--- src/sv/ssm_pkg.sv ---
// ----------------------------------------------------------------------------
// ssm_pkg
// types and codes shared by the spring strain monitor modules
// ----------------------------------------------------------------------------
package ssm_pkg;

  localparam logic KIND_ADD   = 1'b0;
  localparam logic KIND_CHECK = 1'b1;

  localparam int unsigned POS_W  = 24;
  localparam int unsigned STR_W  = 16;
  localparam int unsigned IDX_W  = 10;
  localparam int unsigned ADJ_W  = 16;
  localparam logic [ADJ_W-1:0] ADJ_RESET = 16'd256;

  typedef enum logic [1:0] {
    V_FINE     = 2'd0,
    V_STRESSED = 2'd1,
    V_BROKEN   = 2'd2,
    V_SKIPPED  = 2'd3
  } ssm_verdict_e;

  typedef enum logic [1:0] {
    OP_SKIP,
    OP_ADD,
    OP_CHECK
  } ssm_op_e;

  typedef enum logic [2:0] {
    S_CLEAR,
    S_IDLE,
    S_LOAD,
    S_SUM,
    S_ROOT,
    S_CMP,
    S_OUT
  } ssm_state_e;

  typedef struct packed {
    logic                    kind;
    logic [IDX_W-1:0]        spring_index;
    logic signed [POS_W-1:0] end_a_x;
    logic signed [POS_W-1:0] end_a_y;
    logic signed [POS_W-1:0] end_b_x;
    logic signed [POS_W-1:0] end_b_y;
    logic [POS_W-1:0]        rest_length;
    logic [STR_W-1:0]        strength;
  } ssm_in_t;

  typedef struct packed {
    logic [IDX_W-1:0] index_out;
    ssm_verdict_e     verdict;
    logic             stress_event;
    logic             break_event;
  } ssm_out_t;

  // classified request between front and back
  typedef struct packed {
    ssm_op_e          op;
    logic [IDX_W-1:0] index;
    logic [POS_W-1:0] dx;
    logic [POS_W-1:0] dy;
    logic [POS_W-1:0] rest;
    logic [STR_W-1:0] strength;
  } ssm_req_t;

  typedef struct packed {
    logic push;
    logic full;
  } ssm_push_t;

  typedef struct packed {
    logic pop;
    logic empty;
  } ssm_pop_t;

endpackage

--- src/sv/ssm_queue.sv ---
// ----------------------------------------------------------------------------
// ssm_queue
// two-entry request queue between front and back
// ----------------------------------------------------------------------------
module ssm_queue (
  input  logic              clk_i,
  input  logic              rst_ni,
  input  logic              push_i,
  input  ssm_pkg::ssm_req_t data_i,
  output logic              full_o,
  input  logic              pop_i,
  output logic              empty_o,
  output ssm_pkg::ssm_req_t data_o
);
  import ssm_pkg::*;

  ssm_req_t   mem_q [2];
  logic       wr_ptr_q, wr_ptr_d;
  logic       rd_ptr_q, rd_ptr_d;
  logic [1:0] cnt_q, cnt_d;

  assign full_o  = (cnt_q == 2'd2);
  assign empty_o = (cnt_q == 2'd0);
  assign data_o  = mem_q[rd_ptr_q];

  always_comb begin
    wr_ptr_d = push_i ? ~wr_ptr_q : wr_ptr_q;
    rd_ptr_d = pop_i ? ~rd_ptr_q : rd_ptr_q;
    cnt_d    = cnt_q;
    if (push_i && !pop_i) begin
      cnt_d = cnt_q + 2'd1;
    end else if (pop_i && !push_i) begin
      cnt_d = cnt_q - 2'd1;
    end
  end

  always_ff @(posedge clk_i or negedge rst_ni) begin
    if (!rst_ni) begin
      wr_ptr_q <= 1'b0;
      rd_ptr_q <= 1'b0;
      cnt_q    <= 2'd0;
    end else begin
      wr_ptr_q <= wr_ptr_d;
      rd_ptr_q <= rd_ptr_d;
      cnt_q    <= cnt_d;
    end
  end

  always_ff @(posedge clk_i) begin
    if (push_i) begin
      mem_q[wr_ptr_q] <= data_i;
    end
  end

endmodule

--- config.mk ---
export PLATFORM = sky130hd
export DESIGN_NAME = ssm_queue
export DESIGN_NICKNAME = d
export VERILOG_FILES = /design/src/sv/ssm_pkg.sv /design/src/sv/ssm_queue.sv
export SDC_FILE = /design/constraint.sdc
export NUM_CORES = 1
export LEC_CHECK = 0
export ABC_AREA = 1
export BUFFER_PORTS_ARGS = -buffer_cell sky130_fd_sc_hd__buf_2
export CAP_MARGIN = 10
export CORE_ASPECT_RATIO = 1.25
export CORE_MARGIN = 5
export CORE_UTILIZATION = 57
export CTS_BUF_LIST = sky130_fd_sc_hd__clkbuf_2
export CTS_CLUSTER_SIZE = 25
export DETAILED_ROUTE_END_ITERATION = 7
export PLACE_DENSITY = 0.95
export SKIP_LAST_GASP = 1
export SLEW_MARGIN = 20
export SYNTH_ARGS = -nofsm -noshare
export SYNTH_HDL_FRONTEND = slang
export SYNTH_SLANG_ARGS = --single-unit
--- constraint.sdc ---
create_clock -name clk_i -period 9.02 [get_ports clk_i]
set_clock_uncertainty 0.05 [all_clocks]
set_input_delay 1.353 -clock clk_i [delete_from_list [all_inputs] [get_ports clk_i]]
set_output_delay 1.353 -clock clk_i [all_outputs]
set_load 0.05 [all_outputs]
==> impl_summary.log <==
INFO  metric outcome = finished clean
INFO  metric floorplan.initialDensity = 0.575
INFO  metric cts-htree-levels = 2
INFO  metric max_freq = 0.219 GHz
INFO  metric synth_sequential_area_ratio = 0.776
INFO  metric drv_cap = 0
INFO  metric setup_viol = 0
INFO  metric last_weighted_congestion_value_of_the_routability_driven_placer = 0.710
INFO  metric global_route.usage.total = 0.169
INFO  metric number_of_synthesis_warnings = 0
INFO  metric post_synth_num_cell_types = 15
INFO  metric arrival_time_of_data_at_the_critical_path_endpoint = 3.16 ns
INFO  metric timing.rr.start = wr_ptr_q
INFO  metric path_type_of_the_worst_min_delay_path = input port to asynchronous set/reset pin
INFO  metric critPathMaxFanout = 56
INFO  metric worstSetupEndpointType = primary output
INFO  metric cells_after_synth = 336
INFO  metric worst_r2r_path_depth = 3
INFO  metric drt_first_iter_violations = 173
INFO  metric floorplan.die_area = 16,300 µm²
INFO  metric synthesis.area = 7870 µm²
INFO  metric tritoncts_buffers = 46
INFO  metric numClockSinks = 204
INFO  metric layout-drive-gt1-share = 0.626
INFO  metric port_buffers = 205
INFO  metric top_cells_by_area_synth = sky130_fd_sc_hd__edfxtp_1 76%, sky130_fd_sc_hd__mux2_4 17%, sky130_fd_sc_hd__buf_12 2.3%
INFO  metric chipWidth = 115 µm
INFO  metric syn_area_cell = 23.4 µm²
INFO  metric drv_slew = 0
INFO  metric worstReg2RegEnd = mem_q[1][43]
INFO  metric cts.repair.resized = 0
INFO  metric clk_tree_root_cell = sky130_fd_sc_hd__clkbuf_2
INFO  metric hold-worst-slack = 0.414 ns
INFO  metric finalCriticalPeriod = 4.57 ns
INFO  metric insertedDiodeCount = 0
INFO  metric reg2reg_setup_slack = 6.81 ns
INFO  metric clkTransAtPathRegs = 0.10 ns
INFO  metric grt_overflow_total = 0
INFO  metric layout.nets = 687
INFO  metric criticalPathCategory = register to primary output
INFO  metric number_of_global_route_vias_before_repair = 4,299
INFO  metric grt_start_max_net_pins = 65
INFO  metric fillerInstances = 905
INFO  metric setup-tns-final = 0 ns
INFO  metric regArea = 6110 µm²
INFO  metric synthesis.nets = 441
INFO  metric via_count = 3,914
INFO  metric ys_ff_latch = 204
INFO  metric timing.critical_path.from = rd_ptr_q
INFO  metric cts-root-to-sink-buffers = 3
INFO  metric max_slew.worst_pin.slew = 1.00 ns
INFO  metric final_min_period_over_clock_period = 0.506
INFO  metric clock_latency = 0.67 ns
INFO  metric p_leak = 3.93 nW
INFO  metric combined_area_of_the_multi_input_logic_cells = 1550 µm²
INFO  metric io-pin-count = 206
INFO  metric timing.slew.headroom = 0.331
INFO  metric hold_viol_final = 0
INFO  metric routed_wl_per_cell = 17.6 µm
INFO  metric wirelength = 13.9 mm
INFO  metric coreArea = 13,700 µm²
INFO  metric power.total = 3.37 mW
INFO  metric power_per_cell_area = 359 nW/µm²
INFO  metric critical_path.endpoint = data_o[47]
INFO  metric firstDrtPassIters = 6
INFO  metric detailed_placement_wirelength_estimate = 9.60 mm
INFO  metric startpoint_type = register
INFO  metric cts_tree = yes
INFO  metric grt_setup_unrepaired = no
INFO  metric worst_path_required_time = 7.62 ns
INFO  metric final_cell_mix = 205 x sky130_fd_sc_hd__buf_2, 200 x sky130_fd_sc_hd__edfxtp_1, 90 x sky130_fd_sc_hd__mux2_4
INFO  metric fp.dieH = 141 µm
INFO  metric grt_antenna_before_repair = 0
INFO  metric grt_first_pass_wirelength = 21.2 mm
INFO  metric yosys.area.top_type = sky130_fd_sc_hd__edfxtp_1
INFO  metric num_rows = 48
INFO  metric drt_drc_violations_left = 0
INFO  metric yosysTopAreaCellShare = 0.763
INFO  metric ir_worst_vdd = 0.245 mV
INFO  metric avgViaCountPerCell = 4.95
INFO  metric cts_hold_buffers = 0
INFO  metric flow.area_growth_from_synthesis = 19.2%
INFO  metric ant_nets = 0
INFO  metric post-cts-setup-buffers = 0
INFO  metric final_common_cell = sky130_fd_sc_hd__buf_2
-- cells in the mapped netlist (all sizes together) --
cell type / count
nand2: 5
buf: 11
mux2: 100
nand3: 1
nand4: 1
inv: 7
nor2: 3
edfxtp: 200
dfrtp: 4
ha: 1
xnor2: 1
xor2: 2
-- how the worst min path moves through the flow --
| stage | depth (start not counted) | slack (ns) | endpoint |
|---|---|---|---|
| after CTS | 1 | 0.34 | cnt_q[0] |
| after floorplan | 2 | 0.41 | cnt_q[1] |
| after detailed placement | 2 | 0.46 | cnt_q[1] |
| after global placement | 2 | 0.43 | cnt_q[1] |
| after global routing | 1 | 0.32 | cnt_q[0] |
| final | 1 | 0.41 | cnt_q[0] |
-- per-layer routing --
layer | global-route usage | part of all wire | vias to the layer above
met1 | 0.186 | 0.35 | 1879
met5 | 0 | 0 | -
met4 | 0.0667 | 0.021 | 0
li1 | - | - | 1842
met2 | 0.300 | 0.54 | 165
met3 | 0.0533 | 0.087 | 28
-- kinds of logic (layout without fill, tap and decap cells) --
group / count (synthesis) / count (layout) / synth area share
simple gates: 10 / 10 / 0.00524
fa+ha+maj: 1 / 1 / 0.00159
xor+xnor: 3 / 3 / 0.00334
buf+inv: 18 / 297 / 0.0283
mux: 100 / 100 / 0.186
flops: 204 / 204 / 0.776
-- final cells by class --
type | instances | area share
multi-input combinational | 114 | 0.165
inverter | 7 | 0.00307
clock inverter | 9 | 0.00373
tap | 175 | 0.0233
sequential | 204 | 0.651
clock buffer | 72 | 0.0384
timing repair buffer | 209 | 0.115
-- where the power goes --
part / total, mW / switching (mW) / internal [mW]
logic: 1.49 / 1.01 / 0.481
registers: 1.36 / 0.0993 / 1.26
clock network: 0.519 / 0.311 / 0.208
total: 3.37 / 1.42 / 1.95
-- registers in the layout (all words and copies together) (netlist names) --
name / cells
cnt_q: 2
mem_q: 200
rd_ptr_q: 1
wr_ptr_q: 1
-- critical path, cell delays in order, from the launching register on --
cell	delay, ns
sky130_fd_sc_hd__dfrtp_4	0.96
sky130_fd_sc_hd__buf_4	0.88
sky130_fd_sc_hd__mux2_4	0.36
sky130_fd_sc_hd__buf_2	0.21
-- stage by stage --
stage	area, µm²	worst slack [ns]	util	std cells
global placement	8960	5.19	0.654	708
detailed placement	8960	5.14	0.654	708
finish	9380	4.45	0.685	790
CTS	9350	4.35	0.683	789
global route	9380	4.22	0.685	790
floorplan	7870	2.83	-	336
(Power assumes the default switching activity.)
