**config.mk**
```make
export PLATFORM = sky130hd
export DESIGN_NAME = ssm_front
export DESIGN_NICKNAME = d
export VERILOG_FILES = /design/src/sv/ssm_pkg.sv /design/src/sv/ssm_front.sv
export SDC_FILE = /design/constraint.sdc
export NUM_CORES = 1
export LEC_CHECK = 0
export ABC_AREA = 1
export BUFFER_PORTS_ARGS = -buffer_cell sky130_fd_sc_hd__buf_2
export CORE_MARGIN = 2
export CORE_UTILIZATION = 47
export DETAILED_ROUTE_END_ITERATION = 12
export GPL_ROUTABILITY_DRIVEN = 0
export PLACE_DENSITY = 0.78
export RECOVER_POWER = 100
export REMOVE_ABC_BUFFERS = 1
export SYNTH_ARGS = -nofsm -noshare
export SYNTH_HDL_FRONTEND = slang
export SYNTH_SLANG_ARGS = --single-unit
```
**constraint.sdc**
```tcl
create_clock -name clk_i -period 5.6 [get_ports clk_i]
set_input_delay 0.28 -clock clk_i [delete_from_list [all_inputs] [get_ports clk_i]]
set_output_delay 0.28 -clock clk_i [all_outputs]
set_load 0.01 [all_outputs]
```
**src/sv/ssm_pkg.sv**
```systemverilog
// ----------------------------------------------------------------------------
// ssm_pkg
// types and codes shared by the spring strain monitor modules
// ----------------------------------------------------------------------------
package ssm_pkg;

  localparam logic KIND_ADD   = 1'b0;
  localparam logic KIND_CHECK = 1'b1;

  localparam int unsigned POS_W  = 24;
  localparam int unsigned STR_W  = 16;
  localparam int unsigned IDX_W  = 10;
  localparam int unsigned ADJ_W  = 16;
  localparam logic [ADJ_W-1:0] ADJ_RESET = 16'd256;

  typedef enum logic [1:0] {
    V_FINE     = 2'd0,
    V_STRESSED = 2'd1,
    V_BROKEN   = 2'd2,
    V_SKIPPED  = 2'd3
  } ssm_verdict_e;

  typedef enum logic [1:0] {
    OP_SKIP,
    OP_ADD,
    OP_CHECK
  } ssm_op_e;

  typedef enum logic [2:0] {
    S_CLEAR,
    S_IDLE,
    S_LOAD,
    S_SUM,
    S_ROOT,
    S_CMP,
    S_OUT
  } ssm_state_e;

  typedef struct packed {
    logic                    kind;
    logic [IDX_W-1:0]        spring_index;
    logic signed [POS_W-1:0] end_a_x;
    logic signed [POS_W-1:0] end_a_y;
    logic signed [POS_W-1:0] end_b_x;
    logic signed [POS_W-1:0] end_b_y;
    logic [POS_W-1:0]        rest_length;
    logic [STR_W-1:0]        strength;
  } ssm_in_t;

  typedef struct packed {
    logic [IDX_W-1:0] index_out;
    ssm_verdict_e     verdict;
    logic             stress_event;
    logic             break_event;
  } ssm_out_t;

  // classified request between front and back
  typedef struct packed {
    ssm_op_e          op;
    logic [IDX_W-1:0] index;
    logic [POS_W-1:0] dx;
    logic [POS_W-1:0] dy;
    logic [POS_W-1:0] rest;
    logic [STR_W-1:0] strength;
  } ssm_req_t;

  typedef struct packed {
    logic push;
    logic full;
  } ssm_push_t;

  typedef struct packed {
    logic pop;
    logic empty;
  } ssm_pop_t;

endpackage

```
**src/sv/ssm_front.sv**
```systemverilog
// ----------------------------------------------------------------------------
// ssm_front
// accepts requests, classifies them and forms the endpoint distances
// ----------------------------------------------------------------------------
module ssm_front #(
  parameter int MAX_SPRINGS = 1024
) (
  input  logic             clk_i,
  input  logic             rst_ni,
  input  logic             busy_i,
  input  logic             in_valid_i,
  output logic             in_stall_o,
  input  ssm_pkg::ssm_in_t in_req_i,
  input  logic             q_full_i,
  output logic             q_push_o,
  output ssm_pkg::ssm_req_t q_req_o
);
  import ssm_pkg::*;

  logic     fr_valid_q, fr_valid_d;
  ssm_req_t fr_req_q, fr_req_d;
  logic     accept;
  logic signed [POS_W:0] diff_x, diff_y;
  logic signed [POS_W:0] abs_x, abs_y;

  assign q_push_o   = fr_valid_q && !q_full_i;
  assign in_stall_o = busy_i || (fr_valid_q && q_full_i);
  assign accept     = in_valid_i && !in_stall_o;
  assign q_req_o    = fr_req_q;

  always_comb begin
    diff_x = {in_req_i.end_a_x[POS_W-1], in_req_i.end_a_x}
           - {in_req_i.end_b_x[POS_W-1], in_req_i.end_b_x};
    diff_y = {in_req_i.end_a_y[POS_W-1], in_req_i.end_a_y}
           - {in_req_i.end_b_y[POS_W-1], in_req_i.end_b_y};
    abs_x  = diff_x[POS_W] ? -diff_x : diff_x;
    abs_y  = diff_y[POS_W] ? -diff_y : diff_y;

    fr_req_d.index    = in_req_i.spring_index;
    fr_req_d.dx       = abs_x[POS_W-1:0];
    fr_req_d.dy       = abs_y[POS_W-1:0];
    fr_req_d.rest     = in_req_i.rest_length;
    fr_req_d.strength = in_req_i.strength;
    if (32'(in_req_i.spring_index) >= 32'(MAX_SPRINGS)) begin
      fr_req_d.op = OP_SKIP;
    end else if (in_req_i.kind == KIND_ADD) begin
      fr_req_d.op = OP_ADD;
    end else begin
      fr_req_d.op = OP_CHECK;
    end

    fr_valid_d = fr_valid_q;
    if (accept) begin
      fr_valid_d = 1'b1;
    end else if (q_push_o) begin
      fr_valid_d = 1'b0;
    end
  end

  always_ff @(posedge clk_i or negedge rst_ni) begin
    if (!rst_ni) begin
      fr_valid_q <= 1'b0;
    end else begin
      fr_valid_q <= fr_valid_d;
    end
  end

  always_ff @(posedge clk_i) begin
    if (accept) begin
      fr_req_q <= fr_req_d;
    end
  end

endmodule

```
==> results.py, run 1 <==
metrics = {
    "logic_synthesis": {
        "syn-cell-area_um2": 7910,
        "postSynthAreaPerCell_um2": 7.49,
        "synth_edf_count": 100,
        "ys_seq_area_share_pct": 38.3,
        "syn_inst": 1055,
        "synth_cell_types": 38,
        "yosys_warnings": 0,
        "synth-main-ff-cell": "edfxtp_1",
        "synth_seq_cells": 101,
        "synth-async-reset-ratio_pct": 0.990,
    },
    "timing": {
        "slew_headroom_pct": -45.5,
        "rsz0062_at_grt": "false",
        "finalSetupViolCount": 0,
        "slew_violations": 29,
        "period_needed_ns": 3.47,
        "achievable-frequency_mhz": 288,
        "fin_crit_sh_pct": 61.9,
        "tns_ns": 0,
        "worstMarginPinSlew_ns": 2.17,
        "finClkSkew_ns": 0.00584,
        "hold_viol_final": 0,
        "worst_slack_ns": 2.13,
    },
    "drt": {
        "vias_per_cell": 4.76,
        "drtIter0Drc": 435,
        "drtAntennaViolNets": 0,
        "wirelength_um": 19300,
        "drt_pass1_iterations": 5,
        "drc": 0,
        "wire_per_inst_um": 12.5,
        "vias": 7342,
    },
    "pwr": {
        "netSwitchingPower_mw": 0.808,
        "peakVddDrop_mv": 0.151,
        "power_mw": 2.32,
        "p_seq_share_pct": 40.5,
        "power_density_nw_per_um2": 244,
        "p_int_mw": 1.51,
        "combPwrFrac_pct": 35.0,
        "swShare_pct": 34.9,
        "p_clk_share_pct": 24.4,
        "power.leakage_nw": 4.91,
    },
    "grt": {
        "grt_overflow_total": 0,
        "grt_first_pass_wirelength_um": 30800,
        "grt_pass1_vias": 6557,
        "grt_util_all_layers_pct": 21.3,
        "antenna_found_initial": 1,
        "grt_max_degree": 74,
    },
    "placement": {
        "dp_hpwl_um": 16500,
        "port_buffers": 253,
        "dp_slack_ns": 2.61,
    },
    "worst_hold_path": {
        "min_path_cells": 1,
        "min_to": "q_req_o[95]$_DFFE_PP_",
        "hold_path.class": "in -> reg",
        "min_from": "in_req_i[143]",
    },
    "final_layout": {
        "fillCellCount": 1589,
        "seq_area_um2": 3030,
        "multi_input_area_um2": 3930,
        "nNetsFinal": 1521,
        "areaGrowthSynthToFinish_pct": 20.1,
        "utilization_pct": 57.5,
        "layout-drive-gt1-share_pct": 17.6,
        "insertedDiodeCount": 0,
    },
    "run_status": {
        "status": "finished with violations",
        "violations": "max-capacitance violations, max-slew violations",
    },
    "cts": {
        "clkLatencyLatePin_ns": 0.34,
        "post_cts_buffers": 0,
        "cts_made_buffers": 9,
        "cts_buffer_depth": 2,
        "ctsResizeCount": 0,
        "cts.sinks": 101,
        "cts_root_buf": "clkbuf_16",
        "clkTransAtPathRegs_ns": 0.07,
        "h-tree-depth": 3,
        "cts_tree": "built",
    },
    "critical_path": {
        "slowest_delay_ns": 1.60,
        "regToRegStartpoint": "fr_valid_q$_DFFE_PN0P_",
        "crit_top_cell": "nand2_1",
        "cpLargestDelayFamily": "simple AND/OR/NAND/NOR gates",
        "crit_type": "reg -> reg",
        "cp_slowest_cell": "nor2_1",
        "critPathLaunchType": "flop",
        "cp.arrival_ns": 3.43,
        "critical_path_required_ns": 5.56,
        "crit_path_end_kind": "flop",
        "crit_fanout": 73,
        "worstPathCellList": "nand2_1 > nand2_1 > nor2_1 > buf_4",
        "worstRegToRegCells": 4,
        "critical_path_buf_inv_count": 1,
        "r2r_slack_ns": 2.13,
        "rr_endpoint": "q_req_o[72]$_DFFE_PP_",
    },
    "floorplan": {
        "initial_core_util_pct": 47.8,
        "core_area_um2": 16500,
        "pin_count": 254,
        "rows": 47,
        "dieArea_um2": 17900,
        "dieWidth_um": 134,
        "chipHeight_um": 134,
    },
    "flow_run": {
        "cap_viol_max_count": 1,
    },
}
layout by cell type (no fill, tap or decap), types with 14 or more instances in the layout:
cell      count
xnor2_1      14
nand4_1      26
o21ai_0      16
ha_1         50
buf_2       149
edfxtp_1    100
nand2_1     339
nand2_2      24
a21oi_1      35
xor2_1       23
nor2_1       69
inv_1       210
nand3_1      65
nor2_2       14
clkbuf_1    104
through the flow:
step,instance area [um^2],hold slack (ns),std cells
2_1_floorplan,7860,-0.0156,1051
3_3_place_gp,9420,0.0568,1525
3_5_place_dp,9420,0.0567,1525
4_1_cts,9700,0.0944,1542
5_1_grt,9500,0.0910,1542
6_report,9500,0.111,1542
logic make-up (layout without fill, tap and decap cells):
group	count (synthesis)	in the layout	share of synthesized area [%]
compound gates	70	70	5.25
xor+xnor	40	40	4.86
simple gates	566	566	32.1
buf+inv	226	493	11.1
flops	101	101	38.3
fa+ha+maj	52	52	8.42
synth_stat cells (all sizes together) (2+ instances only):
cell    count  area share, %
xor2       24            2.9
o31ai       3           0.28
o21ai      23            1.7
nor3        9           0.63
a21o        2           0.19
a21oi      40            2.9
xnor2      16            2.0
ha         50            7.9
buf         4           0.57
nand4      26            2.1
edfxtp    100             38
inv       221             10
nor2       84            4.7
nand3      72            5.2
fa          2           0.51
nand3b     11            1.0
nand2     363             18
sequential cells by signal, summed over array words and instances (netlist names):
name and count:
q_req_o 100, fr_valid_q 1
power groups by stage:
| stage | combinational (mW) | clock, mW | sequential [mW] |
|---|---|---|---|
| 2_1_floorplan | 0.554 | 0 | 0.986 |
| 3_3_place_gp | 0.811 | 0 | 0.953 |
| 3_5_place_dp | 0.831 | 0 | 0.954 |
| 4_1_cts | 0.834 | 0.581 | 0.938 |
| 5_1_grt | 0.920 | 0.609 | 0.943 |
| 6_report | 0.812 | 0.566 | 0.939 |
repair_timing:
item	in CTS	in global routing
hold endpoints to repair	1	0
setup endpoints to repair	0	0
hold buffers	1	0
metal layers:
| metal | vias to the layer above | track usage [%] | wire length (um) |
|---|---|---|---|
| li1 | 3868 | - | - |
| met5 | - | 0 | 7 |
| met2 | 283 | 34.2 | 8550 |
| met1 | 3175 | 30.8 | 9290 |
| met4 | 2 | 4.37 | 165 |
| met3 | 14 | 3.16 | 1330 |
how the worst max path moves through the flow:
stage	startpoint	endpoint	slack, ns	depth (start not counted)
finish	fr_valid_q$_DFFE_PN0P_	q_req_o[72]$_DFFE_PP_	2.13	4
global route	fr_valid_q$_DFFE_PN0P_	q_req_o[1]$_DFFE_PP_	1.80	4
CTS	in_req_i[112]	q_req_o[79]$_DFFE_PP_	2.96	16
detailed placement	in_req_i[112]	q_req_o[79]$_DFFE_PP_	2.61	16
global placement	in_req_i[112]	q_req_o[83]$_DFFE_PP_	2.70	21
floorplan	fr_valid_q$_DFFE_PN0P_	q_req_o[0]$_DFFE_PP_	0.33	3
worst register-to-register path, stage by stage (launching register included):
cell,delay (ns)
dfrtp_1,0.38
nand2_1,0.08
nand2_1,0.07
nor2_1,1.60
buf_4,0.92
layout make-up:
cell class | instances | share of cell area (%)
multi-input combinational | 728 | 41.4
inverter | 222 | 8.78
timing repair buffer | 255 | 12.1
tap | 220 | 2.90
clock buffer | 9 | 2.37
sequential | 101 | 31.9
clock inverter | 7 | 0.527
No activity file was read; power rests on OpenSTA's default activity.
==> run 2, diff against run 1 <==
--- a/config.mk
+++ b/config.mk
@@ -8,10 +8,10 @@
 export ABC_AREA = 1
 export BUFFER_PORTS_ARGS = -buffer_cell sky130_fd_sc_hd__buf_2
 export CORE_MARGIN = 2
-export CORE_UTILIZATION = 47
+export CORE_UTILIZATION = 51
 export DETAILED_ROUTE_END_ITERATION = 12
 export GPL_ROUTABILITY_DRIVEN = 0
-export PLACE_DENSITY = 0.78
+export PLACE_DENSITY = 0.8
 export RECOVER_POWER = 100
 export REMOVE_ABC_BUFFERS = 1
 export SYNTH_ARGS = -nofsm -noshare
==> constraint.sdc (replaced) <==
create_clock -name clk_i -period 3.19 [get_ports clk_i]
set_input_delay 0.1595 -clock clk_i [delete_from_list [all_inputs] [get_ports clk_i]]
set_output_delay 0.1595 -clock clk_i [all_outputs]
set_load 0.01 [all_outputs]
==> results.py, run 2 (synthesis results as in run 1) <==
metrics = {
    "run_status": {
        "status": "completed",
    },
    "critical_path": {
        "crit_path_end_kind": "flop",
        "critical_path_required_ns": 3.30,
        "regToRegStartpoint": "fr_valid_q$_DFFE_PN0P_",
        "startpoint": "in_req_i[88]",
        "cp.arrival_ns": 2.77,
        "crit_type": "in -> reg",
        "critPathLaunchType": "input port",
        "crit_fanout": 18,
    },
    "grt": {
        "grt_max_degree": 101,
        "grt_overflow_total": 0,
        "grt_util_all_layers_pct": 24.5,
        "grt_pass1_vias": 6903,
        "antenna_found_initial": 0,
        "grt_first_pass_wirelength_um": 32400,
    },
    "timing": {
        "slew_headroom_pct": 10.2,
        "finClkSkew_ns": 0.0123,
        "finalSetupViolCount": 0,
        "rsz0062_at_grt": "false",
        "tns_ns": 0,
        "hold_viol_final": 0,
        "achievable-frequency_mhz": 376,
        "slew_violations": 0,
        "worstMarginPinSlew_ns": 1.35,
        "whs_ns": 0.0727,
        "fin_crit_sh_pct": 83.4,
        "period_needed_ns": 2.66,
    },
    "drt": {
        "drtIter0Drc": 485,
        "drtAntennaViolNets": 0,
        "vias": 7700,
        "vias_per_cell": 4.93,
        "wirelength_um": 20900,
        "wire_per_inst_um": 13.4,
        "drt_pass1_iterations": 5,
        "drc": 0,
    },
    "final_layout": {
        "fin_area_um2": 10000,
        "mostFrequentLayoutCells": "nand2_1, inv_1, buf_2",
        "largest_register_ff_count": 100,
        "seq_area_um2": 3030,
        "layout-drive-gt1-share_pct": 17.0,
        "final_cells": 1561,
        "layout_commonest_cell": "nand2_1",
        "fillCellCount": 1375,
        "nNetsFinal": 1571,
        "multi_input_area_um2": 3960,
        "areaGrowthSynthToFinish_pct": 26.7,
    },
    "placement": {
        "dp_hpwl_um": 16400,
        "placedCellCount": 1493,
        "placed_area_um2": 9390,
        "port_buffers": 253,
    },
    "worst_hold_path": {
        "hold_path.class": "in -> reg",
        "min_from": "in_req_i[20]",
    },
    "flow_run": {
        "cap_viol_max_count": 0,
    },
    "cts": {
        "post_cts_buffers": 0,
        "cts_hold_buffers": 50,
        "h-tree-depth": 3,
        "ctsResizeCount": 0,
        "cts_tree": "built",
        "clkLatencyLatePin_ns": 0.35,
        "cts_made_buffers": 9,
        "cts_buffer_depth": 2,
        "cts_root_buf": "clkbuf_16",
        "cts.sinks": 101,
        "clkTransAtPathRegs_ns": 0.08,
    },
    "pwr": {
        "power_density_nw_per_um2": 424,
        "peakVddDrop_mv": 0.263,
        "power.leakage_nw": 5.13,
        "power_mw": 4.24,
    },
    "floorplan": {
        "initial_core_util_pct": 52.0,
        "dieArea_um2": 16500,
        "dieWidth_um": 129,
        "rows": 45,
        "pin_count": 254,
        "chipHeight_um": 129,
        "core_area_um2": 15200,
    },
}
## run 2: cell types whose count changed in the layout (fill, tap and decap cells not counted), sizes merged
cell / previous run / this run
buf: 150 / 144
clkbuf: 113 / 119
clkinv: 5 / 4
clkinvlp: 2 / 0
diode: 0 / 1
dlygate4sd3: 1 / 51
inv: 222 / 225
## run 2: routing by layer
layer | track usage [%] | part of all wire (%)
met5 | 0 | 0
met4 | 6.78 | 1.8
met2 | 41.6 | 46
met3 | 4.91 | 8.4
met1 | 32.3 | 44
## run 2: cell type report
| class | instances | share of cell area (%) |
|---|---|---|
| multi-input combinational | 728 | 39.5 |
| sequential | 101 | 30.2 |
| timing repair buffer | 305 | 16.4 |
| inverter | 222 | 8.32 |
| tap | 188 | 2.35 |
| clock buffer | 9 | 2.25 |
| clock inverter | 7 | 0.862 |
| antenna | 1 | 0.0250 |
## run 2: final timing paths
check	to	slack, ns	depth (start not counted)
worst max-delay path	q_req_o[57]$_DFFE_PP_	0.53	16
worst min-delay path	q_req_o[20]$_DFFE_PP_	0.07	1
worst max register to register	q_req_o[12]$_DFFE_PP_	1.00	4
worst min register to register	fr_valid_q$_DFFE_PN0P_	0.55	2
max in group asynchronous	fr_valid_q$_DFFE_PN0P_	2.85	2
min in group asynchronous	fr_valid_q$_DFFE_PN0P_	0.18	2
## run 2: where the power goes
part	switching, mW	internal (mW)
Sequential	0.0301	1.62
Combinational	0.943	0.541
Clock	0.542	0.566
Total	1.52	2.73
## run 2: critical path, stage by stage
cell     delay [ns]
buf_2          0.10
inv_1          0.05
ha_1           0.14
inv_1          0.08
fa_1           0.44
nand3_1        0.13
nand3_2        0.13
nand4_1        0.12
nand3_1        0.14
a21oi_1        0.15
nand2_1        0.06
nand2_1        0.50
nand2_1        0.23
nand2_1        0.14
xor2_1         0.14
inv_1          0.05
## run 2: through the flow
stage	utilization, %	setup WS (ns)
2_1_floorplan	-	-2.08
3_3_place_gp	61.8	0.415
3_5_place_dp	61.8	0.357
4_1_cts	67.1	0.721
5_1_grt	65.9	0.236
6_report	65.9	0.528
